[src/sv/cfp_pkg.sv]
package cfp_pkg;

  // sizing of the frame buffer
  localparam int MAX_PARAMS      = 8;
  localparam int MAX_PARAM_BYTES = 32;
  localparam int CRC_BYTES       = 2;
  localparam int PLEN_BYTES      = 1;
  localparam int MIN_FRAME_LEN   = 4;
  localparam int MAX_FRAME_LEN   = MAX_PARAMS * MAX_PARAM_BYTES + 7;

  // widths derived from the buffer sizing
  localparam int LEN_W  = $clog2(MAX_FRAME_LEN + 1);
  localparam int FLEN_W = (LEN_W > 8) ? LEN_W : 8;
  localparam int SUM_W  = ((FLEN_W > 9) ? FLEN_W : 9) + 1;
  localparam int PIDX_W = $clog2(MAX_PARAMS + 1);
  localparam int SIZE_W = $clog2(MAX_PARAM_BYTES + 1);

  // fixed byte positions of the header
  localparam int POS_LEN_LO = 1;
  localparam int POS_LEN_HI = 2;
  localparam int POS_STATUS = 3;
  localparam int POS_CMD_LO = 4;
  localparam int POS_CMD_HI = 5;
  localparam int POS_COUNT  = 6;

  typedef logic [FLEN_W-1:0] flen_t;
  typedef logic [FLEN_W:0]   flen_ext_t;
  typedef logic [SUM_W-1:0]  sum_t;
  typedef logic [PIDX_W-1:0] pidx_t;
  typedef logic [SIZE_W-1:0] size_t;

  // register map index (paddr[3:2])
  typedef enum logic [1:0] {
    REG_CHANNEL_ID = 2'd0,
    REG_MAX_COUNT  = 2'd1,
    REG_MAX_SIZE   = 2'd2
  } reg_idx_t;

  typedef enum logic [3:0] {
    PS_WAIT = 4'b0001,
    PS_RECV = 4'b0010,
    PS_DONE = 4'b0100,
    PS_DISC = 4'b1000
  } ps_t;

  typedef enum logic [1:0] {
    FS_WAITING     = 2'd0,
    FS_RECEIVING   = 2'd1,
    FS_COMPLETE    = 2'd2,
    FS_DISCARDING  = 2'd3
  } fs_t;

  typedef enum logic [3:0] {
    ROLE_CHANNEL = 4'd0,
    ROLE_LENGTH  = 4'd1,
    ROLE_STATUS  = 4'd2,
    ROLE_COMMAND = 4'd3,
    ROLE_COUNT   = 4'd4,
    ROLE_PLEN    = 4'd5,
    ROLE_PDATA   = 4'd6,
    ROLE_CRC     = 4'd7,
    ROLE_TRAIL   = 4'd8
  } role_t;

  typedef enum logic [2:0] {
    RC_OK            = 3'd0,
    RC_INVALID       = 3'd1,
    RC_EXCESS_PARAMS = 3'd2,
    RC_EXCESS_SIZE   = 3'd3,
    RC_NULL_PARAM    = 3'd4
  } rc_t;

  typedef struct packed {
    logic [7:0] channel_id;
    logic [3:0] max_param_count;
    logic [5:0] max_param_size;
  } cfg_t;

  typedef struct packed {
    ps_t         parse_state;
    flen_t       byte_count;
    flen_t       frame_len;
    logic [7:0]  declared;
    pidx_t       cur_param;
    size_t       bytes_left;
    size_t       cur_len;
    logic        in_data;
    rc_t         pend;
    logic [15:0] command;
    logic [7:0]  status;
    logic [15:0] crc;
  } state_t;

  typedef struct packed {
    logic        accepted;
    role_t       role;
    logic [2:0]  param_index;
    logic [4:0]  param_offset;
    logic        frame_done;
    rc_t         result_code;
    fs_t         frame_state;
    logic [15:0] command_id;
    logic [7:0]  frame_status;
    logic [15:0] frame_crc;
  } result_t;

endpackage

[src/sv/cfp_step.sv]
module cfp_step (
  input  cfp_pkg::state_t  st,
  input  cfp_pkg::cfg_t    cfg,
  input  logic             mode,
  input  logic [7:0]       data_byte,
  output cfp_pkg::state_t  nxt,
  output cfp_pkg::result_t res
);

  logic [7:0]          count_lim;
  logic [7:0]          size_lim;
  cfp_pkg::flen_t      pos;
  cfp_pkg::flen_ext_t  pos1;
  cfp_pkg::flen_ext_t  pos2;
  cfp_pkg::flen_ext_t  flen_ext;
  logic [15:0]         full_len;
  cfp_pkg::rc_t        judged;

  // parameter length check against size limit and remaining frame room
  function automatic cfp_pkg::rc_t judge(input logic [7:0] len, input cfp_pkg::flen_t p,
                                         input cfp_pkg::flen_t fl, input logic [7:0] lim);
    cfp_pkg::sum_t s;
    begin
      s = cfp_pkg::sum_t'(p) + cfp_pkg::sum_t'(len)
        + cfp_pkg::sum_t'(cfp_pkg::PLEN_BYTES + cfp_pkg::CRC_BYTES);
      if (len > lim) begin
        judge = cfp_pkg::RC_EXCESS_SIZE;
      end else if (len == 8'd0) begin
        judge = cfp_pkg::RC_NULL_PARAM;
      end else if (s > cfp_pkg::sum_t'(fl)) begin
        judge = cfp_pkg::RC_INVALID;
      end else begin
        judge = cfp_pkg::RC_OK;
      end
    end
  endfunction

  // effective limits
  assign count_lim = (8'(cfg.max_param_count) < 8'(cfp_pkg::MAX_PARAMS)) ?
                     8'(cfg.max_param_count) : 8'(cfp_pkg::MAX_PARAMS);
  assign size_lim  = (8'(cfg.max_param_size) < 8'(cfp_pkg::MAX_PARAM_BYTES)) ?
                     8'(cfg.max_param_size) : 8'(cfp_pkg::MAX_PARAM_BYTES);

  assign pos      = st.byte_count;
  assign pos1     = cfp_pkg::flen_ext_t'(pos) + cfp_pkg::flen_ext_t'(1);
  assign pos2     = cfp_pkg::flen_ext_t'(pos) + cfp_pkg::flen_ext_t'(cfp_pkg::CRC_BYTES);
  assign flen_ext = cfp_pkg::flen_ext_t'(st.frame_len);
  assign full_len = {data_byte, st.frame_len[7:0]};
  assign judged   = judge(data_byte, pos, st.frame_len, size_lim);

  // next state and labels for one byte
  always_comb begin
    nxt = st;
    res = '0;
    res.role = cfp_pkg::ROLE_CHANNEL;
    res.result_code = cfp_pkg::RC_OK;

    if (mode) begin
      // restart clears the whole frame
      nxt.parse_state = cfp_pkg::PS_WAIT;
      nxt.byte_count  = '0;
      nxt.frame_len   = '0;
      nxt.declared    = '0;
      nxt.cur_param   = '0;
      nxt.bytes_left  = '0;
      nxt.cur_len     = '0;
      nxt.in_data     = 1'b0;
      nxt.pend        = cfp_pkg::RC_OK;
      nxt.command     = '0;
      nxt.status      = '0;
      nxt.crc         = '0;
    end else if (st.parse_state == cfp_pkg::PS_DONE || st.parse_state == cfp_pkg::PS_DISC) begin
      res.role = cfp_pkg::ROLE_TRAIL;
    end else begin
      res.accepted = 1'b1;
      if (st.parse_state == cfp_pkg::PS_WAIT) begin
        // channel byte
        if (data_byte != cfg.channel_id) begin
          nxt.parse_state = cfp_pkg::PS_DISC;
          res.frame_done  = 1'b1;
          res.result_code = cfp_pkg::RC_INVALID;
        end else begin
          nxt.parse_state = cfp_pkg::PS_RECV;
        end
      end else if (pos == cfp_pkg::flen_t'(cfp_pkg::POS_LEN_LO)) begin
        res.role      = cfp_pkg::ROLE_LENGTH;
        nxt.frame_len = cfp_pkg::flen_t'(data_byte);
      end else if (pos == cfp_pkg::flen_t'(cfp_pkg::POS_LEN_HI)) begin
        res.role = cfp_pkg::ROLE_LENGTH;
        if (full_len < 16'(cfp_pkg::MIN_FRAME_LEN) || full_len > 16'(cfp_pkg::MAX_FRAME_LEN)) begin
          nxt.parse_state = cfp_pkg::PS_DISC;
          res.frame_done  = 1'b1;
          res.result_code = cfp_pkg::RC_INVALID;
        end else begin
          nxt.frame_len = cfp_pkg::flen_t'(full_len);
          // shortest frame: length high byte doubles as crc low byte
          if (full_len == 16'(cfp_pkg::MIN_FRAME_LEN)) begin
            nxt.crc = {8'h00, data_byte};
          end
        end
      end else begin
        if (pos2 >= flen_ext) begin
          // crc bytes
          res.role = cfp_pkg::ROLE_CRC;
          if (pos2 == flen_ext) begin
            nxt.crc[7:0] = data_byte;
            if (st.pend == cfp_pkg::RC_OK && 8'(st.cur_param) < st.declared) begin
              nxt.pend = judged;
            end
          end else begin
            nxt.crc[15:8] = data_byte;
          end
        end else if (pos == cfp_pkg::flen_t'(cfp_pkg::POS_STATUS)) begin
          res.role   = cfp_pkg::ROLE_STATUS;
          nxt.status = data_byte;
        end else if (pos == cfp_pkg::flen_t'(cfp_pkg::POS_CMD_LO)) begin
          res.role         = cfp_pkg::ROLE_COMMAND;
          nxt.command[7:0] = data_byte;
        end else if (pos == cfp_pkg::flen_t'(cfp_pkg::POS_CMD_HI)) begin
          res.role          = cfp_pkg::ROLE_COMMAND;
          nxt.command[15:8] = data_byte;
        end else if (pos == cfp_pkg::flen_t'(cfp_pkg::POS_COUNT)) begin
          res.role     = cfp_pkg::ROLE_COUNT;
          nxt.declared = data_byte;
          if (data_byte > count_lim) begin
            nxt.pend = cfp_pkg::RC_EXCESS_PARAMS;
          end
        end else if (st.pend != cfp_pkg::RC_OK || 8'(st.cur_param) >= st.declared) begin
          res.role = cfp_pkg::ROLE_TRAIL;
        end else if (!st.in_data) begin
          // parameter length byte
          res.role        = cfp_pkg::ROLE_PLEN;
          res.param_index = 3'(st.cur_param);
          nxt.pend        = judged;
          if (judged == cfp_pkg::RC_OK) begin
            nxt.cur_len    = cfp_pkg::size_t'(data_byte);
            nxt.bytes_left = cfp_pkg::size_t'(data_byte);
            nxt.in_data    = 1'b1;
          end
        end else begin
          // parameter data byte
          res.role         = cfp_pkg::ROLE_PDATA;
          res.param_index  = 3'(st.cur_param);
          res.param_offset = 5'(st.cur_len - st.bytes_left);
          nxt.bytes_left   = st.bytes_left - cfp_pkg::size_t'(1);
          if (st.bytes_left == cfp_pkg::size_t'(1)) begin
            nxt.in_data   = 1'b0;
            nxt.cur_param = st.cur_param + cfp_pkg::pidx_t'(1);
          end
        end

        // last byte reports the held error
        if (pos1 == flen_ext) begin
          res.frame_done  = 1'b1;
          res.result_code = nxt.pend;
          nxt.parse_state = (nxt.pend != cfp_pkg::RC_OK) ? cfp_pkg::PS_DISC : cfp_pkg::PS_DONE;
        end
      end
      nxt.byte_count = st.byte_count + cfp_pkg::flen_t'(1);
    end

    // frame state code and captured fields after this byte
    unique case (nxt.parse_state)
      cfp_pkg::PS_WAIT: res.frame_state = cfp_pkg::FS_WAITING;
      cfp_pkg::PS_RECV: res.frame_state = cfp_pkg::FS_RECEIVING;
      cfp_pkg::PS_DONE: res.frame_state = cfp_pkg::FS_COMPLETE;
      cfp_pkg::PS_DISC: res.frame_state = cfp_pkg::FS_DISCARDING;
      default:          res.frame_state = cfp_pkg::FS_WAITING;
    endcase
    res.command_id   = nxt.command;
    res.frame_status = nxt.status;
    res.frame_crc    = nxt.crc;
  end

endmodule

[src/sv/command_frame_parser.sv]
// Command frame parser: labels each received byte of a command frame with its role,
// parameter index and data offset, and reports the frame's status, command id, crc and
// result code on the frame's last byte (or at once for a wrong channel or bad length).
// One byte per clock: a byte is registered on input, labeled by one pass of the parse
// logic against the frame state and written to the result register, and a new byte can
// be taken every cycle while the result side keeps up. A restart item clears the frame.
// Registers sit on the APB port at 0x0 channel id, 0x4 max parameter count, 0x8 max
// parameter size; write them only while no byte is in flight.
module command_frame_parser (
  input  logic        clk,
  input  logic        rst_n,
  // input channel
  input  logic        in_valid,
  output logic        in_stall,
  input  logic        in_mode,
  input  logic [7:0]  in_data_byte,
  // result channel
  output logic        out_valid,
  input  logic        out_stall,
  output logic        out_accepted,
  output logic [3:0]  out_byte_role,
  output logic [2:0]  out_param_index,
  output logic [4:0]  out_param_offset,
  output logic        out_frame_done,
  output logic [2:0]  out_result_code,
  output logic [1:0]  out_frame_state,
  output logic [15:0] out_command_id,
  output logic [7:0]  out_frame_status,
  output logic [15:0] out_frame_crc,
  // configuration port
  input  logic        psel,
  input  logic        penable,
  input  logic        pwrite,
  input  logic [3:0]  paddr,
  input  logic [31:0] pwdata,
  output logic [31:0] prdata,
  output logic        pready
);

  cfp_pkg::cfg_t    cfg_r;
  cfp_pkg::state_t  state_r;
  cfp_pkg::state_t  state_nxt;
  cfp_pkg::result_t res_nxt;
  cfp_pkg::result_t res_r;
  logic             in_vld_r;
  logic             in_mode_r;
  logic [7:0]       in_byte_r;
  logic             out_vld_r;
  logic             move;
  logic             cfg_wr;
  cfp_pkg::reg_idx_t reg_idx;

  // register access
  assign pready  = 1'b1;
  assign cfg_wr  = psel && penable && pwrite && pready;
  assign reg_idx = cfp_pkg::reg_idx_t'(paddr[3:2]);

  always_ff @(posedge clk) begin
    if (!rst_n) begin
      cfg_r.channel_id      <= 8'd0;
      cfg_r.max_param_count <= 4'd8;
      cfg_r.max_param_size  <= 6'd32;
    end else if (cfg_wr) begin
      unique case (reg_idx)
        cfp_pkg::REG_CHANNEL_ID: cfg_r.channel_id      <= pwdata[7:0];
        cfp_pkg::REG_MAX_COUNT:  cfg_r.max_param_count <= pwdata[3:0];
        cfp_pkg::REG_MAX_SIZE:   cfg_r.max_param_size  <= pwdata[5:0];
        default: ;
      endcase
    end
  end

  always_comb begin
    unique case (reg_idx)
      cfp_pkg::REG_CHANNEL_ID: prdata = {24'd0, cfg_r.channel_id};
      cfp_pkg::REG_MAX_COUNT:  prdata = {28'd0, cfg_r.max_param_count};
      cfp_pkg::REG_MAX_SIZE:   prdata = {26'd0, cfg_r.max_param_size};
      default:                 prdata = 32'd0;
    endcase
  end

  // handshake: the byte in the input register moves when the result register frees up
  assign move     = in_vld_r && (!out_vld_r || !out_stall);
  assign in_stall = in_vld_r && !move;

  // input register
  always_ff @(posedge clk) begin
    if (!rst_n) begin
      in_vld_r <= 1'b0;
    end else if (!in_stall) begin
      in_vld_r <= in_valid;
    end
  end

  always_ff @(posedge clk) begin
    if (in_valid && !in_stall) begin
      in_mode_r <= in_mode;
      in_byte_r <= in_data_byte;
    end
  end

  // parse logic
  cfp_step u_step (
    .st        (state_r),
    .cfg       (cfg_r),
    .mode      (in_mode_r),
    .data_byte (in_byte_r),
    .nxt       (state_nxt),
    .res       (res_nxt)
  );

  // frame state
  always_ff @(posedge clk) begin
    if (!rst_n) begin
      state_r.parse_state <= cfp_pkg::PS_WAIT;
      state_r.byte_count  <= '0;
      state_r.frame_len   <= '0;
      state_r.declared    <= '0;
      state_r.cur_param   <= '0;
      state_r.bytes_left  <= '0;
      state_r.cur_len     <= '0;
      state_r.in_data     <= 1'b0;
      state_r.pend        <= cfp_pkg::RC_OK;
      state_r.command     <= '0;
      state_r.status      <= '0;
      state_r.crc         <= '0;
    end else if (move) begin
      state_r <= state_nxt;
    end
  end

  // result register
  always_ff @(posedge clk) begin
    if (!rst_n) begin
      out_vld_r <= 1'b0;
    end else if (move) begin
      out_vld_r <= 1'b1;
    end else if (!out_stall) begin
      out_vld_r <= 1'b0;
    end
  end

  always_ff @(posedge clk) begin
    if (move) begin
      res_r <= res_nxt;
    end
  end

  assign out_valid        = out_vld_r;
  assign out_accepted     = res_r.accepted;
  assign out_byte_role    = res_r.role;
  assign out_param_index  = res_r.param_index;
  assign out_param_offset = res_r.param_offset;
  assign out_frame_done   = res_r.frame_done;
  assign out_result_code  = res_r.result_code;
  assign out_frame_state  = res_r.frame_state;
  assign out_command_id   = res_r.command_id;
  assign out_frame_status = res_r.frame_status;
  assign out_frame_crc    = res_r.frame_crc;

endmodule

[config.mk]
export PLATFORM = sky130hd
export DESIGN_NAME = command_frame_parser
export DESIGN_NICKNAME = d
export VERILOG_FILES = /design/src/sv/cfp_pkg.sv /design/src/sv/cfp_step.sv /design/src/sv/command_frame_parser.sv
export SDC_FILE = /design/constraint.sdc
export NUM_CORES = 1
export LEC_CHECK = 0
export BUFFER_PORTS_ARGS = -buffer_cell sky130_fd_sc_hd__buf_2
export CAP_MARGIN = 20
export CORE_MARGIN = 3
export CORE_UTILIZATION = 54
export CTS_BUF_LIST = sky130_fd_sc_hd__clkbuf_2
export DETAILED_ROUTE_END_ITERATION = 8
export PLACE_DENSITY = 0.88
export SYNTH_ARGS = -nofsm -noshare
export SYNTH_HDL_FRONTEND = slang
export SYNTH_SLANG_ARGS = --single-unit
[constraint.sdc]
create_clock -name clk -period 5.5 [get_ports clk]
set_input_delay 0.55 -clock clk [delete_from_list [all_inputs] [get_ports clk]]
set_output_delay 0.55 -clock clk [all_outputs]
set_load 0.02 [all_outputs]
# ---- Yosys cells after proc, flatten, opt, wreduce, memory -nomap -nowiden
# Index checks and enable logic that the tools add are counted.
dict set report word_totals {
  register_bits 177
  out_inout_bits 94
  wordCells 212
  inputBits 52
}
dict set report classes {
  muxes 85
  addsub 8
  eq_ne 32
  n_reduce_logical 44
  bitwise 1
  magnitude_cmp 10
}
# op count
set ops {}
lappend ops {{two-way mux 90 bit} 2}
lappend ops {{two-way mux 8 bit} 13}
lappend ops {{two-way mux 4 bit} 24}
lappend ops {{two-way mux 77 bit} 1}
lappend ops {{two-way mux 68 bit} 1}
lappend ops {{two-way mux 16 bit} 4}
lappend ops {{two-way mux 52 bit} 1}
lappend ops {{two-way mux 44 bit} 1}
lappend ops {{two-way mux 3 bit} 13}
lappend ops {{two-way mux 36 bit} 1}
lappend ops {{two-way mux 28 bit} 1}
lappend ops {{== test 9 x 3 -> 1 bit (second input constant)} 3}
lappend ops {{two-way mux 9 bit} 3}
lappend ops {{AND reduction 13 bit} 2}
lappend ops {{two-way mux 25 bit} 1}
lappend ops {{two-way mux 12 bit} 2}
lappend ops {{two-way mux 24 bit} 1}
lappend ops {{one-hot mux 8 bit (3 select lines)} 1}
lappend ops {{== test 10 x 9 -> 1 bit} 2}
lappend ops {{two-way mux 20 bit} 1}
lappend ops {{!= test 2 bit (second input constant)} 10}
lappend ops {{== test 9 x 2 -> 1 bit (second input constant)} 2}
lappend ops {{two-way mux 6 bit} 3}
lappend ops {{two-way mux 17 bit} 1}
lappend ops {{53 further kinds} 86}

# ---- Depth between registers and ports, before layout
# Gate-level depths: netlist of run 1.
dict set report logic_depth {
  depth_word 30
  depth_mapped 24
  depth_no_buf 22
}

# ---- Modules after synthesis
# A second synthesis of run 1 with hierarchy kept.
dict set report hier_totals {
  hier_cells 1277
  area_unflattened_um2 11100.6
}
# mod cells_per_inst area_per_inst_um2 seq_area_each_um2 instances
set modules_own_cells {}
lappend modules_own_cells {command_frame_parser 587 6538.8 4244.1 1}
lappend modules_own_cells {cfp_step 690 4561.9 0.0 1}

# ---- Worst setup path before layout of run 1
# OpenSTA, ideal clock, no wires.
dict set report synth_path {
  kind {register -> register}
  start {register in_byte_r[1]}
  end {register res_r (netlist bit out_frame_state[1]) (data pin)}
  t_required_ns 5.238
  n_path_buf 1
  period_less_slack_ns 4.496
  stages_incl_launch_ff 23
  slack_ns 1.004
  setup_time_ns 0.262
  arrival_time_ns 4.234
  path_cell_list {edfxtp_1 clkbuf_1 inv_1 ha_1 inv_1 ha_1 inv_1 fa_1 nor2b_1 o2111ai_1 a21boi_0 nor2_1 ha_1 a21o_1 a21oi_1 nand4b_1 a21oi_1 a211oi_1 nor3_1 o211ai_2 nor3_1 o32a_1 mux2_1}
}
# element line_no
set synth_rtl {}
lappend synth_rtl {{start: declaration} command_frame_parser.sv:47} ;# logic [7:0] in_byte_r;
lappend synth_rtl {{start signal: assignment} command_frame_parser.sv:98} ;# in_byte_r <= in_data_byte;
lappend synth_rtl {{end signal: assignment} command_frame_parser.sv:145} ;# res_r <= res_nxt;
lappend synth_rtl {{end: declaration} command_frame_parser.sv:44} ;# cfp_pkg::result_t res_r;

# ---- Final worst setup path of run 1
dict set report layout_path {
  start {register state_r[78] in the netlist's numbering}
  end {register state_r[54] in the netlist's numbering}
}
dict set report layout_between {
  elab_chain_len 9
  elab_cells_between_ends 24
  classes_between {add/sub: 3; order compare: 2; eq/ne: 13; mux: 3; reduce/logical: 3}
}
# element line_no
set layout_rtl {}
lappend layout_rtl {{start: declaration} command_frame_parser.sv:41} ;# cfp_pkg::state_t state_r;
lappend layout_rtl {{start signal: assignment} command_frame_parser.sv:128} ;# state_r <= state_nxt;
lappend layout_rtl {{adder 9 x 8 -> 10 bit} cfp_step.sv:24} ;# s = cfp_pkg::sum_t'(p) + cfp_pkg::sum_t'(len)
lappend layout_rtl {{adder 10 x 2 -> 10 bit} cfp_step.sv:25} ;# + cfp_pkg::sum_t'(cfp_pkg::PLEN_BYTES + cfp_pkg::CRC_BYTES);
lappend layout_rtl {{greater-than comparator 10 x 9 -> 1 bit} cfp_step.sv:30} ;# end else if (s > cfp_pkg::sum_t'(fl)) begin
lappend layout_rtl {{two-way mux 1 bit} cfp_step.sv:30}
lappend layout_rtl {{two-way mux 3 bit} cfp_step.sv:28} ;# end else if (len == 8'd0) begin
lappend layout_rtl {{two-way mux 3 bit} cfp_step.sv:26} ;# if (len > lim) begin
lappend layout_rtl {{zero test 3 bit} cfp_step.sv:135} ;# if (judged == cfp_pkg::RC_OK) begin
lappend layout_rtl {{nonzero test 3 bit (no source line)} --}
lappend layout_rtl {{AND reduction 12 bit (no source line) *} --}
# Mark *: on every way between the ends. The rest lies on a longest branch, timed or not.
# A chain may end at the register's enable or synchronous reset.

==> qor.log, run 1 <==
qor: status.status finished, final reports clean
qor: die.floorplan.die.height 145 µm
qor: route.routed_wire_length_per_instance 17.1 µm
qor: clock_network.worst_skew_pair.late_latency 0.82 ns
qor: power_and_ir_drop.vdd_ir_drop_max 0.192 mV
qor: route.first_iter_violations 812
qor: logic_synthesis.synth.cell_area 0.0104 mm²
qor: sta.finalHoldWorstSlack 0.0299 ns
qor: critical_path.timing.critical_path.mode_cell a21oi_1
qor: route.totalWireLength 25.3 mm
qor: critical_path.critical_path.max_stage_delay 0.55 ns
qor: cells_and_area.drive_gt1_share 13.9%
qor: grt.leftover_overflow_at_the_end_of_global_routing 0
qor: logic_synthesis.synthesis.area_per_instance 9.05 µm²
qor: clock_network.clock_path_buffers 2
qor: grt.grt_util_met2 38.7%
qor: sta.setup_violations 0
qor: sta.finalCritPeriodShare 92.9%
qor: clock_network.cts_sinks 177
qor: logic_synthesis.synth-seq-cells 177
qor: route.routed_via_density 5.91
qor: sta.timing.fmax 0.196 GHz
qor: sta.fin_setup_tns 0 ns
qor: clock_network.post-cts-setup-buffer-count 0
qor: hold_path.hold_path.class in -> reg
qor: route.postRouteAntennaNets 0
qor: clock_network.clock_tree_from_tritoncts done
qor: cells_and_area.final_core_utilization 60.5%
qor: logic_synthesis.post_synth_inst_count 1146
qor: die.core-area 0.0188 mm²
qor: power_and_ir_drop.power.total 2440 µW
qor: route.dr_total_vias 8768
qor: power_and_ir_drop.power_density 215 mW/mm²
qor: sta.timing.max_slew.rel_slack 30.1%
qor: grt.grt_antenna_before_repair 1
qor: cells_and_area.nFillCells 1574
qor: logic_synthesis.yosysWarningCount 0
qor: sta.max_slew.worst_pin.slew 1.05 ns
qor: job.cap_violations 0
qor: sta.max_slew_violations 0
qor: cells_and_area.final_nets 1350
qor: cells_and_area.area.growth.synth_to_final 9.53%
qor: die.fp.dieArea 0.0209 mm²
qor: grt.largest_net_degree_at_the_start_of_global_routing 110
qor: die.top_level_ports 146
qor: clock_network.clock-root-buffer clkbuf_2
qor: critical_path.worstSetupPathType reg -> reg
qor: sta.rsz0062_at_grt no
qor: grt.grt_usage 23.9%
qor: critical_path.worstPathArrival 5.88 ns
qor: route.drt_pass1_iterations 7
qor: placed_design.place.port_buffers 94
qor: logic_synthesis.seq_area_frac_synth 40.7%
qor: critical_path.cp-start-kind flip-flop
qor: grt.global_route.peak_usage_layer met2
qor: cells_and_area.area.sequential 0.00422 mm²
qor: die.floorplan.initialDensity 55.2%
qor: cells_and_area.multi_input_comb_area 0.00560 mm²
qor: power_and_ir_drop.cellLeakagePower 0.00448 µW
qor: clock_network.tritoncts.num_buffers 17
qor: placed_design.place.gp.congestion 0.973
qor: sta.final.setup_skew 0.0451 ns
qor: sta.finalWorstPathRequiredPeriod 5.11 ns
qor: grt.grt_pass1_wl 40.1 mm
qor: die.die_width 145 µm
qor: sta.timing_hold_violations_final 0
qor: grt.met3_usage 5.52%
qor: clock_network.htree_num_levels 4
qor: logic_synthesis.synthArstFlopShare 0%
qor: critical_path.critical-path-slowest-cell dfxtp_1
qor: clock_network.cts.clk_slew.worst_paths 0.28 ns
qor: logic_synthesis.synth-edff-count 68
qor: critical_path.timing.critical_path.cells inv_1 -> ha_1 -> inv_1 -> ha_1 -> inv_1 -> fa_1 -> nor2b_1 -> o2111ai_1 -> a21boi_0 -> nor2_1 -> ha_1 -> a21o_1 -> a21oi_1 -> nand4b_1 -> a21oi_1 -> a21oi_1 -> nor3_2 -> o31ai_1 -> clkbuf_2 -> nor3_1 -> a21oi_1 -> nor2b_1
qor: die.rows 50
qor: logic_synthesis.synth.lib_cells_used.distinct 84
qor: critical_path.worst_setup_path_end_kind flip-flop
qor: critical_path.critical_path_required 6.27 ns
qor: placed_design.hpwlAfterDp 17.2 mm
qor: critical_path.crit_path_max_fanout 10
qor: route.remaining_drc_errors 0
qor: grt.met1_usage 31.5%
qor: grt.first_global_vias 8225
qor: logic_synthesis.synth-main-ff-cell dfxtp_1
power by group:
group / switching, µW / internal, µW
registers: 16.2 / 1390
logic: 225 / 118
clock network: 535 / 151
path summary, 6_finish.rpt:
kind | start | end | slack (ns) | cells after the start
setup / recovery | state_r[78]$_SDFFE_PN0P_ | state_r[54]$_SDFFE_PN0P_ | 0.39 | 22
hold / removal | pwdata[3] | cfg_r[9]$_SDFFE_PN1P_ | 0.03 | 3
setup reg to reg | state_r[78]$_SDFFE_PN0P_ | state_r[54]$_SDFFE_PN0P_ | 0.39 | 22
hold reg to reg | state_r[37]$_SDFFE_PN0P_ | state_r[37]$_SDFFE_PN0P_ | 0.47 | 2
critical path, delay by kind of cell (launching register included):
family,cells,cell delay (ns)
buffers and inverters,4,0.53
AO/OA/AOI/OAI,8,1.71
adder cells (fa/ha/maj),4,1.17
flip-flops,1,0.55
AND/OR/NAND/NOR,6,1.15
placed cells by master (no fill, tap or decap), types with 10 or more instances in the layout:
cell	Yosys	layout
nor2_1	98	98
nor3_1	17	17
inv_1	44	44
dfxtp_1	109	109
and2_1	15	15
a21oi_1	49	49
buf_4	30	21
o21ai_0	34	34
a22oi_1	18	18
a21o_1	17	17
ha_1	60	60
buf_2	6	94
a21boi_0	51	51
xnor2_1	28	28
conb_1	2	25
nor2b_1	51	51
edfxtp_1	68	68
nand2_1	154	154
xor2_1	12	12
mux2i_1	44	44
clkbuf_2	0	19
nand4_1	14	14
dlygate4sd3_1	0	18
nor4_1	10	10
nand3_1	39	39
layout make-up:
| cell class | count | area share [%] |
|---|---|---|
| Antenna cell | 1 | 0.0220 |
| Multi-Input combinational cell | 860 | 49.3 |
| Sequential cell | 177 | 37.2 |
| Clock buffer | 17 | 0.749 |
| Clock inverter | 15 | 1.44 |
| Inverter | 45 | 1.50 |
| Timing Repair Buffer | 135 | 7.21 |
| Tap cell | 234 | 2.58 |
cell usage after synthesis (34+ instances only):
| cell type | count | share of area (%) |
|---|---|---|
| edfxtp_1 | 68 | 20 |
| clkbuf_1 | 42 | 1.5 |
| a21oi_1 | 49 | 2.4 |
| nor2b_1 | 51 | 3.1 |
| nand2_1 | 154 | 5.6 |
| nor2_1 | 98 | 3.5 |
| nand3_1 | 39 | 1.9 |
| ha_1 | 60 | 7.2 |
| dfxtp_1 | 109 | 21 |
| o21ai_0 | 34 | 1.6 |
| inv_1 | 44 | 1.6 |
| mux2i_1 | 44 | 4.2 |
| a21boi_0 | 51 | 3.7 |
stage by stage:
stage	cells	cell area, µm²	worst slack, ns
final	1484	11400	0.389
after global routing	1484	11400	0.0253
after detailed placement	1430	10900	0.513
after CTS	1478	11300	0.474
after global placement	1430	10900	0.625
after floorplan	1169	10500	1.00
flip-flops by register name (all words and copies together) (netlist names), 2 cells and up:
register          cells
out_byte_role         4
out_frame_status      8
out_frame_crc        16
out_result_code       3
cfg_r                18
out_command_id       16
out_param_offset      5
out_param_index       3
in_byte_r             8
out_frame_state       2
state_r              89
layer usage:
metal / vias to the layer above / wire, µm
li1: 4182 / -
met1: 4163 / 10700
met2: 374 / 12000
met3: 49 / 2010
met4: 0 / 543
met5: - / 0
repair_timing:
item	4_1_cts	5_1_grt
resized for setup	0	0
setup endpoints to repair	0	0
endpoints found under the hold margin	19	3
hold buffers	16	2
logic make-up after synthesis:
kind of cell             count (synthesis)  synth area share (%)
AO/OA/AOI/OAI                          238                  16.0
XOR/XNOR                                40                  3.38
buffers and inverters                  132                  6.08
other                                    2                0.0724
multiplexers                            46                  4.46
adder cells (fa/ha/maj)                 62                  7.63
flip-flops                             177                  40.7
AND/OR/NAND/NOR                        449                  21.6
Power figures use the tool's default switching activity.
==> run 2: changes to the inputs <==
--- a/config.mk
+++ b/config.mk
@@ -10,8 +10,9 @@
 export CORE_MARGIN = 3
 export CORE_UTILIZATION = 54
 export CTS_BUF_LIST = sky130_fd_sc_hd__clkbuf_2
+export CTS_CLUSTER_SIZE = 28
 export DETAILED_ROUTE_END_ITERATION = 8
-export PLACE_DENSITY = 0.88
+export PLACE_DENSITY = 0.91
 export SYNTH_ARGS = -nofsm -noshare
 export SYNTH_HDL_FRONTEND = slang
 export SYNTH_SLANG_ARGS = --single-unit
==> constraint.sdc (replaced) <==
create_clock -name clk -period 4.4 [get_ports clk]
set_input_delay 0.44 -clock clk [delete_from_list [all_inputs] [get_ports clk]]
set_output_delay 0.44 -clock clk [all_outputs]
set_load 0.02 [all_outputs]
==> run 2 against run 1 <==
  * The run now ends with negative setup slack left
  * Die area unchanged
  * Largest power group unchanged
  * Wire length increased by 10%
  * Critical path type unchanged
  * Setup slack got worse by 0.41 ns
  * Global-route usage increased by 1.8 points
  * Largest cell class unchanged
  * Critical endpoint is now out_frame_state[1]$_DFFE_PP_
==> qor.log, run 2 (synthesis results as in run 1) <==
qor: status.status finished with violations
qor: status.failing_checks negative setup slack
qor: die.core-area 0.0188 mm² [unchanged]
qor: cells_and_area.layout_common_cells 154 x nand2_1, 109 x dfxtp_1, 97 x nor2_1
qor: grt.largest_net_degree_at_the_start_of_global_routing 66 [-40%]
qor: hold_path.hold_path_depth 5 [+2]
qor: grt.global_route.peak_usage_layer met2
qor: cells_and_area.largest_registers state_r (89), cfg_r (18)
qor: placed_design.placed_cells_incl_taps 1454 [+1.7%]
qor: sta.max_slew.worst_pin.slew 0.865 ns [-0.180 ns]
qor: grt.first_global_vias 8430 [+2.5%]
qor: route.drt_pass1_iterations 8 [+1]
qor: placed_design.place.port_buffers 94 [unchanged]
qor: power_and_ir_drop.p_int 2190 µW [+31%]
qor: die.top_level_ports 146 [unchanged]
qor: sta.timing_hold_violations_final 0 [unchanged]
qor: power_and_ir_drop.p_comb_share 15.6% [+1.5 points]
qor: critical_path.worst_setup_path_end_kind flip-flop
qor: route.first_iter_violations 896 [+10%]
qor: clock_network.worst_skew_pair.late_latency 0.80 ns [-0.02 ns]
qor: route.postRouteAntennaNets 0 [unchanged]
qor: cells_and_area.filler_free_cell_count_of_the_finished_design 1514 [+2.0%]
qor: placed_design.pre_cts_slack -0.271 ns [-0.783 ns]
qor: sta.finalWorstPathRequiredPeriod 4.42 ns [-0.688 ns]
qor: route.routed_via_density 6.02 [+1.9%]
qor: power_and_ir_drop.cellLeakagePower 0.00465 µW [+3.6%]
qor: route.totalWireLength 28.0 mm [+10%]
qor: die.die_width 145 µm [unchanged]
qor: sta.setup_violations 1 [+1]
qor: sta.timing.fmax 0.226 GHz [+16%]
qor: critical_path.worstPathArrival 4.98 ns [-0.90 ns]
qor: sta.timing.max_slew.rel_slack 42.3% [+12 points]
qor: placed_design.hpwlAfterDp 18.2 mm [+6.1%]
qor: grt.leftover_overflow_at_the_end_of_global_routing 0 [unchanged]
qor: power_and_ir_drop.net_switching_share_of_the_total_power 29.9% [-1.9 points]
qor: clock_network.clock-root-buffer clkbuf_2
qor: cells_and_area.largest_reg_flops 89 [unchanged]
qor: route.dr_total_vias 9117 [+4.0%]
qor: critical_path.critical_path.reg2reg.endpoint out_frame_state[1]$_DFFE_PP_
qor: power_and_ir_drop.power.total 3120 µW [+28%]
qor: grt.met3_usage 5.89% [+0.36 points]
qor: power_and_ir_drop.vdd_ir_drop_max 0.218 mV [+14%]
qor: die.fp.dieArea 0.0209 mm² [unchanged]
qor: power_and_ir_drop.power_density 265 mW/mm² [+24%]
qor: critical_path.r2r_cells 21 [-4.5%]
qor: cells_and_area.area.growth.synth_to_final 13.4%
qor: sta.rsz0062_at_grt yes
qor: job.cap_violations 0 [unchanged]
qor: power_and_ir_drop.pwr-share-clk 27.9% [-0.2 points]
qor: die.floorplan.initialDensity 55.2% [unchanged]
qor: grt.grt_antenna_before_repair 1 [unchanged]
qor: hold_path.hold_path.startpoint pwrite
qor: placed_design.place.gp.congestion 1.00 [+3.1%]
qor: clock_network.tritoncts.num_buffers 17 [unchanged]
qor: clock_network.clock_path_buffers 2 [unchanged]
qor: hold_path.min_delay_worst_endpoint cfg_r[1]$_SDFFE_PN0P_
qor: cells_and_area.final_common_cell nand2_1
qor: grt.grt_usage 25.7% [+1.8 points]
qor: cells_and_area.largest_register state_r
qor: hold_path.hold_path.class in -> reg
qor: sta.max_slew_violations 0 [unchanged]
qor: sta.finalCritPeriodShare 101% [+7.6 points]
qor: cells_and_area.final_nets 1380 [+2.2%]
qor: critical_path.worstSetupPathType reg -> reg
qor: power_and_ir_drop.seq_power_share 56.5% [-1.3 points]
qor: die.floorplan.die.height 145 µm [unchanged]
qor: power_and_ir_drop.power_switching 933 µW [+20%]
qor: critical_path.critical_path_required 4.96 ns [-1.31 ns]
qor: grt.grt_pass1_wl 42.6 mm [+6.2%]
qor: route.routed_wire_length_per_instance 18.5 µm [+8.3%]
qor: sta.worst_slack -0.0231 ns [-0.412 ns]
qor: critical_path.r2r_setup_slack -0.02 ns [-0.41 ns]
qor: placed_design.total_cell_area_at_the_placement_stage 0.0111 mm² [+1.7%]
qor: cells_and_area.drive_gt1_share 18.1% [+4.1 points]
qor: die.rows 50 [unchanged]
qor: clock_network.cts_sinks 177 [unchanged]
qor: critical_path.crit_path_max_fanout 4 [-6]
qor: critical_path.worst_r2r_startpoint in_byte_r[1]$_DFFE_PP_
qor: sta.final.setup_skew 0.0542 ns [+0.00903 ns]
qor: cells_and_area.stdcell_area 0.0118 mm² [+3.5%]
qor: clock_network.clock_tree_from_tritoncts done
qor: clock_network.htree_num_levels 4 [unchanged]
qor: grt.met1_usage 33.9% [+2.3 points]
qor: clock_network.cts.clk_slew.worst_paths 0.29 ns [about the same]
qor: critical_path.cp-start-kind flip-flop
qor: grt.grt_util_met2 41.6% [+2.9 points]
qor: route.remaining_drc_errors 0 [unchanged]
qor: cells_and_area.nFillCells 1465 [-6.9%]
[run 2: routing by layer]
metal | up-vias | part of all wire [%]
li1 | 4235 | -
met1 | 4283 | 39
met2 | 514 | 48
met3 | 85 | 9.7
met4 | 0 | 3.2
met5 | - | 0
[run 2: stage by stage]
stage                     setup TNS (ns)  utilization (%)  hold WS [ns]
after floorplan                        0                -         0.435
after global placement            -0.335             59.1         0.440
after detailed placement           -1.60             59.1         0.453
after CTS                              0             61.6         0.145
after global routing              -0.675             62.6         0.189
final                            -0.0231             62.6         0.158
[run 2: final cells by class]
class / count / area [µm²] / share of cell area (%)
well taps: 234 / 293 / 2.49
repair buffers: 165 / 1060 / 9.00
diodes: 1 / 2.50 / 0.0213
multi-input cells: 860 / 5780 / 49.1
clock inverters: 12 / 130 / 1.11
inverters: 45 / 170 / 1.45
clock buffers: 20 / 100 / 0.852
flip-flops and latches: 177 / 4220 / 35.9
[run 2: worst max-delay path by stage]
| stage | from | endpoint | slack, ns | depth (start not counted) |
|---|---|---|---|---|
| finish | in_byte_r[1]$_DFFE_PP_ | out_frame_state[1]$_DFFE_PP_ | -0.02 | 21 |
| global route | in_byte_r[1]$_DFFE_PP_ | out_frame_state[1]$_DFFE_PP_ | -0.23 | 22 |
| CTS | in_byte_r[1]$_DFFE_PP_ | out_frame_state[1]$_DFFE_PP_ | 0.003 | 21 |
| detailed placement | in_byte_r[2]$_DFFE_PP_ | state_r[52]$_SDFFE_PN0P_ | -0.27 | 20 |
| global placement | in_byte_r[1]$_DFFE_PP_ | out_frame_state[1]$_DFFE_PP_ | -0.16 | 21 |
| floorplan | in_byte_r[1]$_DFFE_PP_ | out_frame_state[1]$_DFFE_PP_ | 0.008 | 22 |
[run 2: repair_timing]
item	4_1_cts	5_1_grt
pin swaps	8	28
resized for setup	8	28
setup endpoints to repair	9	18
setup buffers	0	6
hold endpoints to repair	29	0
hold buffers	19	0
[run 2: worst max-delay path, cell delays in order, from the launching register on]
cell and delay (ns):
edfxtp_1 0.46, inv_2 0.10, ha_4 0.19, inv_2 0.06, ha_4 0.13, inv_2 0.04, fa_2 0.37, nor2b_4 0.16
o2111ai_4 0.15, a21boi_2 0.19, nor2_1 0.07, ha_1 0.32, a21o_1 0.20, a21oi_2 0.16, nand4b_1 0.17, a21oi_4 0.26
a211oi_2 0.11, nor3_2 0.20, o211ai_2 0.16, nor2_2 0.17, o32a_1 0.22, mux2_4 0.31
[run 2: power by group through the flow]
stage / combinational, µW / clock, µW / sequential [µW]
2_1_floorplan: 278 / 0 / 1820
3_3_place_gp: 421 / 0 / 1790
3_5_place_dp: 434 / 0 / 1790
4_1_cts: 451 / 864 / 1760
5_1_grt: 520 / 933 / 1770
6_report: 486 / 872 / 1760
